--- src/hw/rtl/irpd_pkg.sv ---
package irpd_pkg;

   localparam int unsigned TS_W    = 16;
   localparam int unsigned CODE_W  = 8;
   localparam int unsigned CSR_IDX_W = 3;

   localparam logic [TS_W-1:0]   PREP_MIN    = 16'd480;
   localparam logic [TS_W-1:0]   PREP_MAX    = 16'd640;
   localparam logic [7:0]        ABORT_TICKS = 8'd8;
   localparam logic [TS_W-1:0]   HOLD_TICKS  = 16'd20;
   localparam logic [TS_W-1:0]   IDLE_TICKS  = 16'd100;

   localparam logic [CSR_IDX_W-1:0] REG_LEADER_MIN  = 3'd0;
   localparam logic [CSR_IDX_W-1:0] REG_LEADER_MAX  = 3'd1;
   localparam logic [CSR_IDX_W-1:0] REG_REPEAT_MIN  = 3'd2;
   localparam logic [CSR_IDX_W-1:0] REG_REPEAT_MAX  = 3'd3;
   localparam logic [CSR_IDX_W-1:0] REG_MARK_NOM    = 3'd4;
   localparam logic [CSR_IDX_W-1:0] REG_ONE_NOM     = 3'd5;
   localparam logic [CSR_IDX_W-1:0] REG_ZERO_NOM    = 3'd6;
   localparam logic [CSR_IDX_W-1:0] REG_TOLERANCE   = 3'd7;

   localparam logic FUNC_EDGE = 1'b0;
   localparam logic FUNC_TICK = 1'b1;

   typedef struct packed {
      logic [TS_W-1:0] leader_min;
      logic [TS_W-1:0] leader_max;
      logic [TS_W-1:0] repeat_min;
      logic [TS_W-1:0] repeat_max;
      logic [TS_W-1:0] mark_nominal;
      logic [TS_W-1:0] one_space_nominal;
      logic [TS_W-1:0] zero_space_nominal;
      logic [TS_W-1:0] tolerance;
   } cfg_type;

   typedef struct packed {
      logic            func;
      logic            carrier_on;
      logic [TS_W-1:0] timestamp;
   } req_item_type;

   typedef struct packed {
      logic              frame_busy;
      logic [CODE_W-1:0] key_code;
   } rsp_item_type;

   // exclusive window check
   function automatic logic in_window(input logic [TS_W-1:0] t,
                                      input logic [TS_W-1:0] lo,
                                      input logic [TS_W-1:0] hi);
      in_window = (t > lo) && (t < hi);
   endfunction

endpackage

--- src/hw/rtl/irpd_csr.sv ---
module irpd_csr
   import irpd_pkg::*;
(
   input  logic                 clock,
   input  logic                 reset,
   input  logic                 wr_en,
   input  logic [CSR_IDX_W-1:0] wr_index,
   input  logic [TS_W-1:0]      wr_data,
   output cfg_type              cfg
);

   cfg_type cfg_ff;
   cfg_type cfg_in;

   always_comb begin
      cfg_in = cfg_ff;
      if (wr_en) begin
         case (wr_index)
            REG_LEADER_MIN: cfg_in.leader_min         = wr_data;
            REG_LEADER_MAX: cfg_in.leader_max         = wr_data;
            REG_REPEAT_MIN: cfg_in.repeat_min         = wr_data;
            REG_REPEAT_MAX: cfg_in.repeat_max         = wr_data;
            REG_MARK_NOM:   cfg_in.mark_nominal       = wr_data;
            REG_ONE_NOM:    cfg_in.one_space_nominal  = wr_data;
            REG_ZERO_NOM:   cfg_in.zero_space_nominal = wr_data;
            REG_TOLERANCE:  cfg_in.tolerance          = wr_data;
            default:        cfg_in = cfg_ff;
         endcase
      end
   end

   always_ff @(posedge clock) begin
      if (reset) begin
         cfg_ff.leader_min         <= 16'd1000;
         cfg_ff.leader_max         <= 16'd1250;
         cfg_ff.repeat_min         <= 16'd250;
         cfg_ff.repeat_max         <= 16'd320;
         cfg_ff.mark_nominal       <= 16'd70;
         cfg_ff.one_space_nominal  <= 16'd211;
         cfg_ff.zero_space_nominal <= 16'd70;
         cfg_ff.tolerance          <= 16'd20;
      end else begin
         cfg_ff <= cfg_in;
      end
   end

   assign cfg = cfg_ff;

endmodule

--- src/hw/rtl/irpd_engine.sv ---
module irpd_engine
   import irpd_pkg::*;
(
   input  logic         clock,
   input  logic         reset,
   input  logic         fire,
   input  req_item_type item,
   input  cfg_type      cfg,
   output rsp_item_type result
);

   localparam logic [2:0] ST_IDLE         = 3'd0;
   localparam logic [2:0] ST_LEADER       = 3'd1;
   localparam logic [2:0] ST_LEADER_SPACE = 3'd2;
   localparam logic [2:0] ST_MARK         = 3'd3;
   localparam logic [2:0] ST_SPACE        = 3'd4;
   localparam logic [2:0] ST_REP_SPACE    = 3'd5;
   localparam logic [2:0] ST_REP_MARK     = 3'd6;

   localparam logic [5:0] FULL_BITS = 6'd32;

   logic [2:0]        fsm_state_ff, fsm_state_in;
   logic              last_level_ff, last_level_in;
   logic [TS_W-1:0]   edge_time_ff, edge_time_in;
   logic [31:0]       shift_ff, shift_in;
   logic [5:0]        bit_count_ff, bit_count_in;
   logic [CODE_W-1:0] held_code_ff, held_code_in;
   logic              code_ready_ff, code_ready_in;
   logic              in_frame_ff, in_frame_in;
   logic [7:0]        abort_count_ff, abort_count_in;
   logic [TS_W-1:0]   hold_count_ff, hold_count_in;
   logic [TS_W-1:0]   idle_count_ff, idle_count_in;
   logic [CODE_W-1:0] prev_code_ff, prev_code_in;

   logic [TS_W-1:0] dt;
   logic [TS_W-1:0] mark_lo, mark_hi, one_lo, one_hi, zero_lo, zero_hi;
   rsp_item_type    res;

   assign dt      = item.timestamp - edge_time_ff;
   assign mark_lo = cfg.mark_nominal - cfg.tolerance;
   assign mark_hi = cfg.mark_nominal + cfg.tolerance;
   assign one_lo  = cfg.one_space_nominal - cfg.tolerance;
   assign one_hi  = cfg.one_space_nominal + cfg.tolerance;
   assign zero_lo = cfg.zero_space_nominal - cfg.tolerance;
   assign zero_hi = cfg.zero_space_nominal + cfg.tolerance;

   always_comb begin
      fsm_state_in   = fsm_state_ff;
      last_level_in  = last_level_ff;
      edge_time_in   = edge_time_ff;
      shift_in       = shift_ff;
      bit_count_in   = bit_count_ff;
      held_code_in   = held_code_ff;
      code_ready_in  = code_ready_ff;
      in_frame_in    = in_frame_ff;
      abort_count_in = abort_count_ff;
      hold_count_in  = hold_count_ff;
      idle_count_in  = idle_count_ff;
      prev_code_in   = prev_code_ff;
      res            = '0;

      if (item.func == FUNC_EDGE) begin
         if (item.carrier_on != last_level_ff) begin
            last_level_in = item.carrier_on;
            case (fsm_state_ff)
               ST_LEADER: begin
                  if (!item.carrier_on) begin
                     if (in_window(dt, cfg.leader_min, cfg.leader_max)) begin
                        fsm_state_in = ST_LEADER_SPACE;
                        edge_time_in = item.timestamp;
                        in_frame_in  = 1'b1;
                     end else if (in_window(dt, cfg.repeat_min, cfg.repeat_max)) begin
                        fsm_state_in = ST_REP_SPACE;
                        edge_time_in = item.timestamp;
                        in_frame_in  = 1'b1;
                     end else begin
                        fsm_state_in = ST_IDLE;
                     end
                  end
               end
               ST_LEADER_SPACE: begin
                  if (item.carrier_on) begin
                     if (in_window(dt, PREP_MIN, PREP_MAX)) begin
                        fsm_state_in = ST_MARK;
                        in_frame_in  = 1'b1;
                        shift_in     = '0;
                        bit_count_in = '0;
                        edge_time_in = item.timestamp;
                     end else begin
                        code_ready_in = 1'b0;
                        in_frame_in   = 1'b0;
                        fsm_state_in  = ST_IDLE;
                     end
                  end
               end
               ST_MARK: begin
                  if (!item.carrier_on && in_window(dt, mark_lo, mark_hi)) begin
                     edge_time_in = item.timestamp;
                     if (bit_count_ff == FULL_BITS) begin
                        code_ready_in = 1'b1;
                        in_frame_in   = 1'b0;
                        fsm_state_in  = ST_IDLE;
                        held_code_in  = shift_ff[CODE_W-1:0];
                     end else begin
                        bit_count_in = bit_count_ff + 6'd1;
                        shift_in     = {shift_ff[30:0], 1'b0};
                        fsm_state_in = ST_SPACE;
                     end
                  end
               end
               ST_SPACE: begin
                  if (item.carrier_on) begin
                     if ((dt > one_hi) && in_frame_ff) begin
                        code_ready_in = 1'b0;
                        in_frame_in   = 1'b0;
                        fsm_state_in  = ST_IDLE;
                     end else if (in_window(dt, one_lo, one_hi)) begin
                        edge_time_in = item.timestamp;
                        shift_in     = shift_ff + 32'd1;
                        fsm_state_in = ST_MARK;
                     end else if (in_window(dt, zero_lo, zero_hi)) begin
                        edge_time_in = item.timestamp;
                        fsm_state_in = ST_MARK;
                     end
                  end
               end
               ST_REP_SPACE: begin
                  edge_time_in = item.timestamp;
                  fsm_state_in = ST_REP_MARK;
               end
               ST_REP_MARK: begin
                  code_ready_in = 1'b1;
                  in_frame_in   = 1'b0;
                  edge_time_in  = item.timestamp;
                  fsm_state_in  = ST_IDLE;
                  held_code_in  = shift_ff[CODE_W-1:0];
               end
               default: begin
                  if (item.carrier_on) begin
                     edge_time_in  = item.timestamp;
                     fsm_state_in  = ST_LEADER;
                     code_ready_in = 1'b0;
                     in_frame_in   = 1'b0;
                  end
               end
            endcase
         end
      end else begin
         // abort timeout
         res.frame_busy = in_frame_ff;
         if (in_frame_ff) begin
            abort_count_in = abort_count_ff + 8'd1;
            if (abort_count_in > ABORT_TICKS) begin
               code_ready_in  = 1'b0;
               in_frame_in    = 1'b0;
               fsm_state_in   = ST_IDLE;
               abort_count_in = '0;
               shift_in       = '0;
            end
         end else begin
            abort_count_in = '0;
         end
         // code delivery
         if (hold_count_ff != '0) begin
            hold_count_in = hold_count_ff - 16'd1;
         end
         if (idle_count_ff != '0) begin
            idle_count_in = idle_count_ff - 16'd1;
         end else if (fsm_state_in == ST_IDLE) begin
            shift_in     = '0;
            held_code_in = '0;
         end
         if (code_ready_in) begin
            if ((held_code_in == prev_code_ff) && (hold_count_in != '0)) begin
               res.key_code = '0;
            end else begin
               res.key_code  = held_code_in;
               hold_count_in = HOLD_TICKS;
            end
            code_ready_in = 1'b0;
            in_frame_in   = 1'b0;
            fsm_state_in  = ST_IDLE;
            prev_code_in  = held_code_in;
            idle_count_in = IDLE_TICKS;
         end
      end
   end

   always_ff @(posedge clock) begin
      if (reset) begin
         fsm_state_ff   <= ST_IDLE;
         last_level_ff  <= 1'b1;
         edge_time_ff   <= '0;
         shift_ff       <= '0;
         bit_count_ff   <= '0;
         held_code_ff   <= '0;
         code_ready_ff  <= 1'b0;
         in_frame_ff    <= 1'b0;
         abort_count_ff <= '0;
         hold_count_ff  <= '0;
         idle_count_ff  <= '0;
         prev_code_ff   <= '0;
      end else if (fire) begin
         fsm_state_ff   <= fsm_state_in;
         last_level_ff  <= last_level_in;
         edge_time_ff   <= edge_time_in;
         shift_ff       <= shift_in;
         bit_count_ff   <= bit_count_in;
         held_code_ff   <= held_code_in;
         code_ready_ff  <= code_ready_in;
         in_frame_ff    <= in_frame_in;
         abort_count_ff <= abort_count_in;
         hold_count_ff  <= hold_count_in;
         idle_count_ff  <= idle_count_in;
         prev_code_ff   <= prev_code_in;
      end
   end

   assign result = res;

endmodule

--- src/hw/rtl/ir_remote_pulse_decoder.sv ---
// channel   | handshake             | payload
// req       | req_valid/req_ready   | req_func, req_carrier_on, req_timestamp
// rsp       | rsp_valid/rsp_ready   | rsp_frame_busy, rsp_key_code
// csr       | csr_valid/csr_ready   | csr_index, csr_wdata
//
// One item per cycle sustained while rsp_ready is high. An accepted item passes
// the input register, then the decode logic into the result register, where
// rsp_valid rises and the earliest rsp handshake can follow.
// Synchronous reset idles the decoder; all but the item registers get defaults.
// A stalled rsp holds its item; the input register still takes one more item,
// then req_ready drops until the result register drains. csr_ready is always high.
module ir_remote_pulse_decoder
   import irpd_pkg::*;
(
   input  logic                 clock,
   input  logic                 reset,
   input  logic                 req_valid,
   output logic                 req_ready,
   input  logic                 req_func,
   input  logic                 req_carrier_on,
   input  logic [TS_W-1:0]      req_timestamp,
   output logic                 rsp_valid,
   input  logic                 rsp_ready,
   output logic                 rsp_frame_busy,
   output logic [CODE_W-1:0]    rsp_key_code,
   input  logic                 csr_valid,
   output logic                 csr_ready,
   input  logic [CSR_IDX_W-1:0] csr_index,
   input  logic [TS_W-1:0]      csr_wdata
);

   logic         in_valid_ff, in_valid_in;
   req_item_type in_item_ff;
   logic         rsp_valid_ff, rsp_valid_in;
   rsp_item_type rsp_item_ff;
   rsp_item_type result;
   cfg_type      cfg;
   logic         proc_fire;
   logic         req_fire;

   assign csr_ready = 1'b1;
   assign proc_fire = in_valid_ff && (!rsp_valid_ff || rsp_ready);
   assign req_ready = !in_valid_ff || proc_fire;
   assign req_fire  = req_valid && req_ready;

   irpd_csr u_csr (
      .clock    (clock),
      .reset    (reset),
      .wr_en    (csr_valid && csr_ready),
      .wr_index (csr_index),
      .wr_data  (csr_wdata),
      .cfg      (cfg)
   );

   irpd_engine u_engine (
      .clock  (clock),
      .reset  (reset),
      .fire   (proc_fire),
      .item   (in_item_ff),
      .cfg    (cfg),
      .result (result)
   );

   always_comb begin
      in_valid_in = in_valid_ff;
      if (req_fire) begin
         in_valid_in = 1'b1;
      end else if (proc_fire) begin
         in_valid_in = 1'b0;
      end
      rsp_valid_in = rsp_valid_ff;
      if (proc_fire) begin
         rsp_valid_in = 1'b1;
      end else if (rsp_ready) begin
         rsp_valid_in = 1'b0;
      end
   end

   always_ff @(posedge clock) begin
      if (reset) begin
         in_valid_ff  <= 1'b0;
         rsp_valid_ff <= 1'b0;
      end else begin
         in_valid_ff  <= in_valid_in;
         rsp_valid_ff <= rsp_valid_in;
      end
   end

   always_ff @(posedge clock) begin
      if (req_fire) begin
         in_item_ff <= '{func: req_func, carrier_on: req_carrier_on,
                         timestamp: req_timestamp};
      end
      if (proc_fire) begin
         rsp_item_ff <= result;
      end
   end

   assign rsp_valid      = rsp_valid_ff;
   assign rsp_frame_busy = rsp_item_ff.frame_busy;
   assign rsp_key_code   = rsp_item_ff.key_code;

   a_fire_gives_rsp: assert property (@(posedge clock) disable iff (reset)
      proc_fire |=> rsp_valid)
      else $error("processed item did not reach the result register");

   a_edge_result_zero: assert property (@(posedge clock) disable iff (reset)
      (proc_fire && (in_item_ff.func == FUNC_EDGE)) |=>
         (!rsp_frame_busy && (rsp_key_code == '0)))
      else $error("edge item produced a nonzero result");

   a_held_item_kept: assert property (@(posedge clock) disable iff (reset)
      (in_valid_ff && !proc_fire) |=> (in_valid_ff && $stable(in_item_ff)))
      else $error("pending input item lost or changed");

   a_rsp_held_on_stall: assert property (@(posedge clock) disable iff (reset)
      (rsp_valid && !rsp_ready) |=> !proc_fire || $past(proc_fire) || rsp_valid)
      else $error("result register overwritten while stalled");

endmodule
--- config.mk ---
export PLATFORM = sky130hd
export DESIGN_NAME = ir_remote_pulse_decoder
export DESIGN_NICKNAME = d
export VERILOG_FILES = /design/src/hw/rtl/irpd_pkg.sv /design/src/hw/rtl/irpd_csr.sv /design/src/hw/rtl/irpd_engine.sv /design/src/hw/rtl/ir_remote_pulse_decoder.sv
export SDC_FILE = /design/constraint.sdc
export NUM_CORES = 1
export LEC_CHECK = 0
export BUFFER_PORTS_ARGS = -buffer_cell sky130_fd_sc_hd__buf_4
export CORE_MARGIN = 5
export CORE_UTILIZATION = 64
export CTS_BUF_LIST = sky130_fd_sc_hd__clkbuf_8 sky130_fd_sc_hd__clkbuf_16
export DETAILED_ROUTE_END_ITERATION = 8
export PLACE_DENSITY_LB_ADDON = 0.12
export SETUP_SLACK_MARGIN = 0.02
export SLEW_MARGIN = 10
export SYNTH_ARGS = -nofsm -noshare
export SYNTH_HDL_FRONTEND = slang
export SYNTH_SLANG_ARGS = --single-unit
--- constraint.sdc ---
create_clock -name clock -period 6.6 [get_ports clock]
set_input_delay 1.32 -clock clock [delete_from_list [all_inputs] [get_ports clock]]
set_output_delay 1.32 -clock clock [all_outputs]
set_load 0.005 [all_outputs]
==> results of run 1 <==
-- flip-flops by register name, summed over array words and instances (netlist names) --
register                 cells
rsp_key_code                 8
in_item_ff                  18
u_engine.hold_count_ff      16
u_engine.fsm_state_ff        3
u_engine.edge_time_ff       16
u_engine.last_level_ff       1
u_engine.bit_count_ff        6
u_engine.prev_code_ff        8
u_engine.idle_count_ff      16
u_engine.held_code_ff        8
u_csr.cfg                  128
in_valid_ff                  1
u_engine.abort_count_ff      8
u_engine.shift_ff            8
u_engine.code_ready_ff       1
u_engine.in_frame_ff         1
rsp_valid                    1
rsp_frame_busy               1
-- routing by layer --
| layer | share of wire (%) | vias to the layer above | routed length [um] |
|---|---|---|---|
| met5 | 0 | - | 0 |
| met4 | 3.3 | 0 | 1690 |
| met3 | 6.5 | 119 | 3370 |
| met2 | 46 | 550 | 23800 |
| met1 | 45 | 8219 | 23200 |
| li1 | - | 8458 | - |
-- kinds of logic (layout without fill, tap and decap cells) --
kind of cell / count (synthesis) / count (layout) / share of synthesized area (%)
other: 1 / 2 / 0.0196
xor gates and xnor gates: 142 / 142 / 6.87
buffers and inverters: 274 / 289 / 5.78
and+or+nand+nor: 845 / 845 / 20.3
muxes: 25 / 25 / 1.33
adders and majority gates: 258 / 258 / 17.0
DFF: 249 / 249 / 27.5
AOI/OAI and AO/OA: 614 / 614 / 21.2
-- Yosys cell counts (18+ instances only) --
cell,n
nor3_1,37
xor2_1,31
ha_1,240
a22oi_1,18
mux2i_1,22
nand2_1,364
and3_1,24
nor2_1,183
o21bai_1,20
nand3_1,65
a31oi_1,24
nand4_1,18
dfxtp_1,222
a21oi_1,230
nand2b_1,32
edfxtp_1,27
nor2b_1,31
clkbuf_1,72
o211ai_1,37
o21a_1,25
inv_1,156
o21ai_0,79
and2_1,19
a21o_1,42
xnor2_1,106
-- worst max-delay path, stage by stage (launching register included) --
cell and delay (ns):
edfxtp_1 0.40, inv_1 0.08, ha_1 0.17, inv_1 0.07, fa_1 0.41, a21o_1 0.22, a221oi_4 0.34, o22ai_4 0.18
a21o_1 0.22, a21o_1 0.22, a21o_1 0.19, a21oi_1 0.20, xnor2_1 0.16, buf_4 0.25, ha_1 0.29, nand3_1 0.11
nor2_1 0.04, o21ai_0 0.11, a21oi_1 0.16, a2111oi_4 0.35, nand4_1 0.39, a211oi_2 0.60, and3_1 0.35, o311ai_1 0.11
-- per-stage QoR --
step / worst slack, ns / cell area [um^2] / hold slack [ns] / instances / utilization, %
2_1_floorplan: 1.64 / 19100 / 0.434 / 2408 / -
3_3_place_gp: 1.16 / 19700 / 0.442 / 2759 / 66.5
3_5_place_dp: 0.923 / 19700 / 0.447 / 2759 / 66.5
4_1_cts: 0.913 / 20600 / 0.455 / 2813 / 69.7
5_1_grt: 0.419 / 20600 / 0.474 / 2814 / 69.7
6_report: 0.841 / 20600 / 0.452 / 2814 / 69.7
-- layout by cell type (no fill, tap or decap), types with 27 or more instances in the layout --
cell type    n
a21o_1      42
a21oi_1    230
buf_4       76
clkbuf_16   29
dfxtp_1    222
edfxtp_1    27
ha_1       240
inv_1      163
nand2_1    364
nand2b_1    32
nand3_1     65
nor2_1     183
nor2b_1     31
nor3_1      35
o211ai_1    37
o21ai_0     79
xnor2_1    106
xor2_1      31
-- layout make-up --
type                    instances  area (um^2)  share of cell area (%)
diodes                          1         2.50                  0.0122
clock buffers                  35          808                    3.93
clock inverters                19          129                   0.626
inverters                     159          597                    2.90
multi-input cells            1885        12700                    61.9
flip-flops and latches        249         5260                    25.5
well taps                     390          488                    2.37
repair buffers                 76          571                    2.77
-- where the power goes --
| part | leakage [nW] | internal [mW] | switching [mW] |
|---|---|---|---|
| sequential | 2.06 | 1.56 | 0.0274 |
| clock | 0.489 | 0.906 | 0.657 |
| combinational | 5.88 | 0.422 | 0.630 |
-- how the worst max path moves through the flow --
stage                        from                   end  depth (start not counted)
floorplan           in_item_ff[0]  u_engine.shift_ff[4]                         22
global placement    in_item_ff[0]  u_engine.shift_ff[4]                         22
detailed placement  in_item_ff[0]  u_engine.shift_ff[4]                         23
CTS                 in_item_ff[0]  u_engine.shift_ff[4]                         23
global route         u_csr.cfg[1]  u_engine.shift_ff[0]                         20
finish              in_item_ff[0]  u_engine.shift_ff[4]                         23
==> flow_summary_export.csv, run 1 <==
group,metric,value,unit
run_status,outcome,"completed",
min_path,hold_class,"reg -> reg",
min_path,holdPathStages,2,
worst_setup_path,worstSetupPathType,"reg -> reg",
timing,finalCritPeriodShare,87.3,%
synth,synth_nets,2697,
timing,final_max_slew_viol_count,0,
timing,slew_headroom,19.3,%
worst_setup_path,r2r_slack,0.84,ns
place,place.gp.congestion,0.914,
synth,synth_edf_count,27,
worst_setup_path,endpoint_kind,"flop",
floorplanning,die_x,183,um
detailed_routing,route.detailed.wl_per_inst,18.5,um
final_layout,fin_nets,2689,
synth,yosysWarnings,0,
place,hpwl,39400,um
global_route,grt_first_pass_wirelength,83500,um
clock_network,cts_buffers,29,
synth,ys_ff_latch,249,
global_route,use_met1,41.2,%
synth,syn_inst,2408,
global_route,grt_pass1_vias,16593,
global_route,met2_usage,50.2,%
detailed_routing,drc,0,
floorplanning,row_count,63,
timing,layout_min_cycle_time,5.76,ns
clock_network,clk_transition_reported_paths,0.06,ns
floorplanning,core-area,29600,um^2
synth,yosysTopAreaCellShare,23.3,%
final_layout,drive_gt1_share,6.89,%
global_route,grtUsageMet3,3.73,%
worst_setup_path,r2r_cells,23,
timing,setup_viol,0,
worst_setup_path,r2r_end,"u_engine.shift_ff[4]",
timing,setup_tns,0,ns
worst_setup_path,critPathMaxFanout,10,
clock_network,clkLatencyLatePin,0.57,ns
clock_network,cts_root_buf,"clkbuf_16",
clock_network,cts_resized,0,
worst_setup_path,start_kind,"flop",
worst_setup_path,crit_arrival,6.18,ns
final_layout,area_growth,7.86,%
power,total_power,4.20,mW
synth,synth_top_cells_by_area,"dfxtp_1 23%, ha_1 16%, nand2_1 7.2%",
floorplanning,initial_core_util,64.6,%
detailed_routing,dr.pass1.iters,6,
synth,synth-main-ff-cell,"dfxtp_1",
floorplanning,dieHeight,183,um
final_layout,fillers,2482,
synth,async_flop_share,0,%
synth,synth.distinct_cells,98,
timing,rsz0062_at_grt,"no",
detailed_routing,drt_iter0_markers,1352,
global_route,grt_util_all_layers,30.3,%
synth,synthesis.area,19100,um^2
place,port_buffers,52,
power,peakVddDrop,0.221,mV
floorplanning,ios,54,
min_path,hold_path_end,"u_csr.cfg[64]",
global_route,grt-busiest-layer,"met2",
synth,synth_seq_area_share,27.5,%
worst_setup_path,cp_data_required_time,7.02,ns
min_path,hp-start,"u_csr.cfg[64]",
clock_network,h-tree-depth,1,
power,power_density,204,nW/um^2
timing,finalHoldViolations,0,
global_route,antenna_found_initial,1,
detailed_routing,routed_wl,52000,um
floorplanning,die-area,33400,um^2
clock_network,clockBufferDepth,3,
detailed_routing,ant_nets,0,
flow_run,drv_cap,0,
clock_network,cts_tree,"yes",
synth,syn-mean-instance-area,7.93,um^2
timing,fmax,174,MHz
global_route,grt_max_degree,85,
detailed_routing,vias_per_cell,6.16,
timing,skew,0.0208,ns
synth,yosys.area.top_type,"dfxtp_1",
detailed_routing,num_vias,17346,
global_route,grt_overflow_total,0,
worst_setup_path,worstReg2RegStart,"in_item_ff[0]",
power,p_leak,8.43,nW
clock_network,cts_sinks,249,
clock_network,post_cts_buffers,0,
clock_network,cts.hold.buffers_added,0,
timing,worstMarginPinSlew,1.20,ns
Note: power is estimated with default switching activity, not from simulation.
==> run 2, diff against run 1 <==
- RECOVER_POWER: default -> 100
- SLEW_MARGIN: 10 -> default
==> run 2 against run 1 <==
Effect of this change: the flow now finishes with violations (capacitance limit, slew limit); final area is 0.20% lower; fmax is 2.1% lower; worst setup slack got worse by 0.13 ns; global-route usage unchanged; critical endpoint is now u_engine.held_code_ff[4]; clock power is essentially flat; routed wire length is 0.33% lower; critical path type unchanged; critical path depth stayed put; sequential share of layout area up 0.051 points; die area is the same; flip-flop and latch count is the same; largest power group unchanged; count of clock-buffer cells in the layout is the same; utilization shrank 0.14 points.
==> flow_summary_export.csv, run 2 (synthesis results as in run 1) <==
group,metric,value,unit
timing,rsz0062_at_grt,"no",
worst_setup_path,critPathMaxFanout,10,
min_path,holdPathStages,2,
floorplanning,dieHeight,183,um
clock_network,cts_buffers,29,
place,pre_cts_ws,0.923,ns
timing,finalHoldViolations,0,
timing,final_max_slew_viol_count,144,
worst_setup_path,r2r_slack,0.72,ns
timing,fmax,170,MHz
detailed_routing,vias_per_cell,6.17,
floorplanning,die-area,33400,um^2
floorplanning,die_x,183,um
worst_setup_path,r2r_end,"u_engine.held_code_ff[4]",
detailed_routing,dr.pass1.iters,5,
detailed_routing,drc,0,
place,hpwl,39400,um
timing,skew,0.0236,ns
worst_setup_path,start_kind,"flop",
min_path,hold_path_end,"u_csr.cfg[64]",
worst_setup_path,worstReg2RegStart,"in_item_ff[0]",
global_route,grt_pass1_vias,16593,
final_layout,mostFrequentLayoutCell,"nand2_1",
run_status,outcome,"finished with violations",
power,p_sw_share,31.2,%
power,p_clk_share,37.2,%
place,postPlaceCellArea,19700,um^2
timing,fin_ws,0.715,ns
detailed_routing,drt_iter0_markers,1435,
detailed_routing,num_vias,17357,
clock_network,cts_sinks,249,
min_path,hold_class,"reg -> reg",
timing,finalCritPeriodShare,89.2,%
timing,worstMarginPinSlew,2.72,ns
clock_network,cts_tree,"yes",
power,p_comb_share,25.0,%
global_route,grt_overflow_total,0,
flow_run,drv_cap,2,
final_layout,drive_gt1_share,6.56,%
clock_network,post_cts_buffers,0,
clock_network,cts_root_buf,"clkbuf_16",
floorplanning,core-area,29600,um^2
clock_network,h-tree-depth,1,
clock_network,cts_resized,0,
power,peakVddDrop,0.220,mV
min_path,hp-start,"u_csr.cfg[64]",
place,port_buffers,52,
place,place.gp.congestion,0.914,
clock_network,clkLatencyLatePin,0.57,ns
final_layout,area_growth,7.65,%
worst_setup_path,crit_arrival,6.39,ns
floorplanning,initial_core_util,64.6,%
clock_network,clockBufferDepth,3,
run_status,violations,"capacitance limit, slew limit",
timing,setup_tns,0,ns
worst_setup_path,cp_data_required_time,7.11,ns
worst_setup_path,timing.critical_path.mode_cell,"a21o_1",
worst_setup_path,slowest_stage,"nor3b_2",
detailed_routing,ant_nets,0,
global_route,grt_first_pass_wirelength,83500,um
global_route,antenna_found_initial,1,
timing,layout_min_cycle_time,5.88,ns
floorplanning,ios,54,
final_layout,mostFrequentLayoutCells,"364 x nand2_1, 240 x ha_1, 230 x a21oi_1",
clock_network,cts.hold.buffers_added,0,
worst_setup_path,worstSetupPathType,"reg -> reg",
floorplanning,row_count,63,
power,power_density,204,nW/um^2
final_layout,largest_reg_flops,128,
worst_setup_path,cpPeakStageDelay,0.54,ns
global_route,grt_util_all_layers,30.3,%
power,total_power,4.20,mW
final_layout,fin_nets,2689,
final_layout,stdcell_area,20600,um^2
power,p_int,2.89,mW
global_route,grt_max_degree,85,
detailed_routing,routed_wl,51800,um
worst_setup_path,path_cells,"inv_1, ha_1, inv_1, fa_1, a21o_1, a221oi_4, o22ai_4, a21o_1, a21o_1, a21o_1, a21oi_1, xnor2_1, buf_4, ha_1, nand3_1, nor2_1, o21ai_0, a21oi_1, a2111oi_4, nand4_1, a211oi_1, nor3b_2, a22o_1",
timing,fin_hold_ws,0.452,ns
timing,setup_viol,0,
place,place_inst,2759,
power,p_seq_share,37.9,%
power,power.switching,1.31,mW
worst_setup_path,r2r_cells,23,
worst_setup_path,endpoint_kind,"flop",
clock_network,clk_transition_reported_paths,0.06,ns
power,p_leak,8.38,nW
final_layout,fin_cells,2814,
timing,slew_headroom,-81.5,%
final_layout,post-route-util,69.5,%
detailed_routing,route.detailed.wl_per_inst,18.4,um
## run 2: critical path, delay by kind of cell (launching register included)
kind | cells | cell delay [ns]
AOI/OAI and AO/OA | 12 | 2.96
and+or+nand+nor | 4 | 1.06
adders and majority gates | 3 | 0.87
buffers and inverters | 3 | 0.40
DFF | 1 | 0.39
xor gates and xnor gates | 1 | 0.16
## run 2: metal layers
| layer | global-route usage (%) | up-vias | part of all wire [%] |
|---|---|---|---|
| met5 | 0 | - | 0 |
| met4 | 9.76 | 0 | 3.2 |
| met3 | 3.73 | 116 | 7.2 |
| met2 | 50.2 | 601 | 46 |
| met1 | 41.2 | 8193 | 44 |
| li1 | - | 8447 | - |
## run 2: worst max-delay path by stage
stage | from | to | slack [ns] | cells after the start
after floorplan | in_item_ff[0] | u_engine.shift_ff[4] | 1.64 | 22
after global routing | u_csr.cfg[1] | u_engine.shift_ff[4] | 0.29 | 20
final | in_item_ff[0] | u_engine.held_code_ff[4] | 0.72 | 23
after detailed placement | in_item_ff[0] | u_engine.shift_ff[4] | 0.92 | 23
after global placement | in_item_ff[0] | u_engine.shift_ff[4] | 1.16 | 22
after CTS | in_item_ff[0] | u_engine.shift_ff[4] | 0.91 | 23
## run 2: final cells by class
cell class	instances	area, um^2
clock inverter	19	129
multi-input combinational	1885	12700
timing repair buffer	76	541
sequential	249	5260
tap	390	488
fill	2491	9010
antenna	1	2.50
clock buffer	35	808
inverter	159	597
## run 2: power groups by stage
stage | Combinational [mW] | Sequential (mW) | Clock [mW]
5_1_grt | 1.16 | 1.59 | 1.65
3_5_place_dp | 1.03 | 1.62 | 0
2_1_floorplan | 0.757 | 1.61 | 0
6_report | 1.05 | 1.59 | 1.56
4_1_cts | 1.04 | 1.59 | 1.58
3_3_place_gp | 0.999 | 1.62 | 0
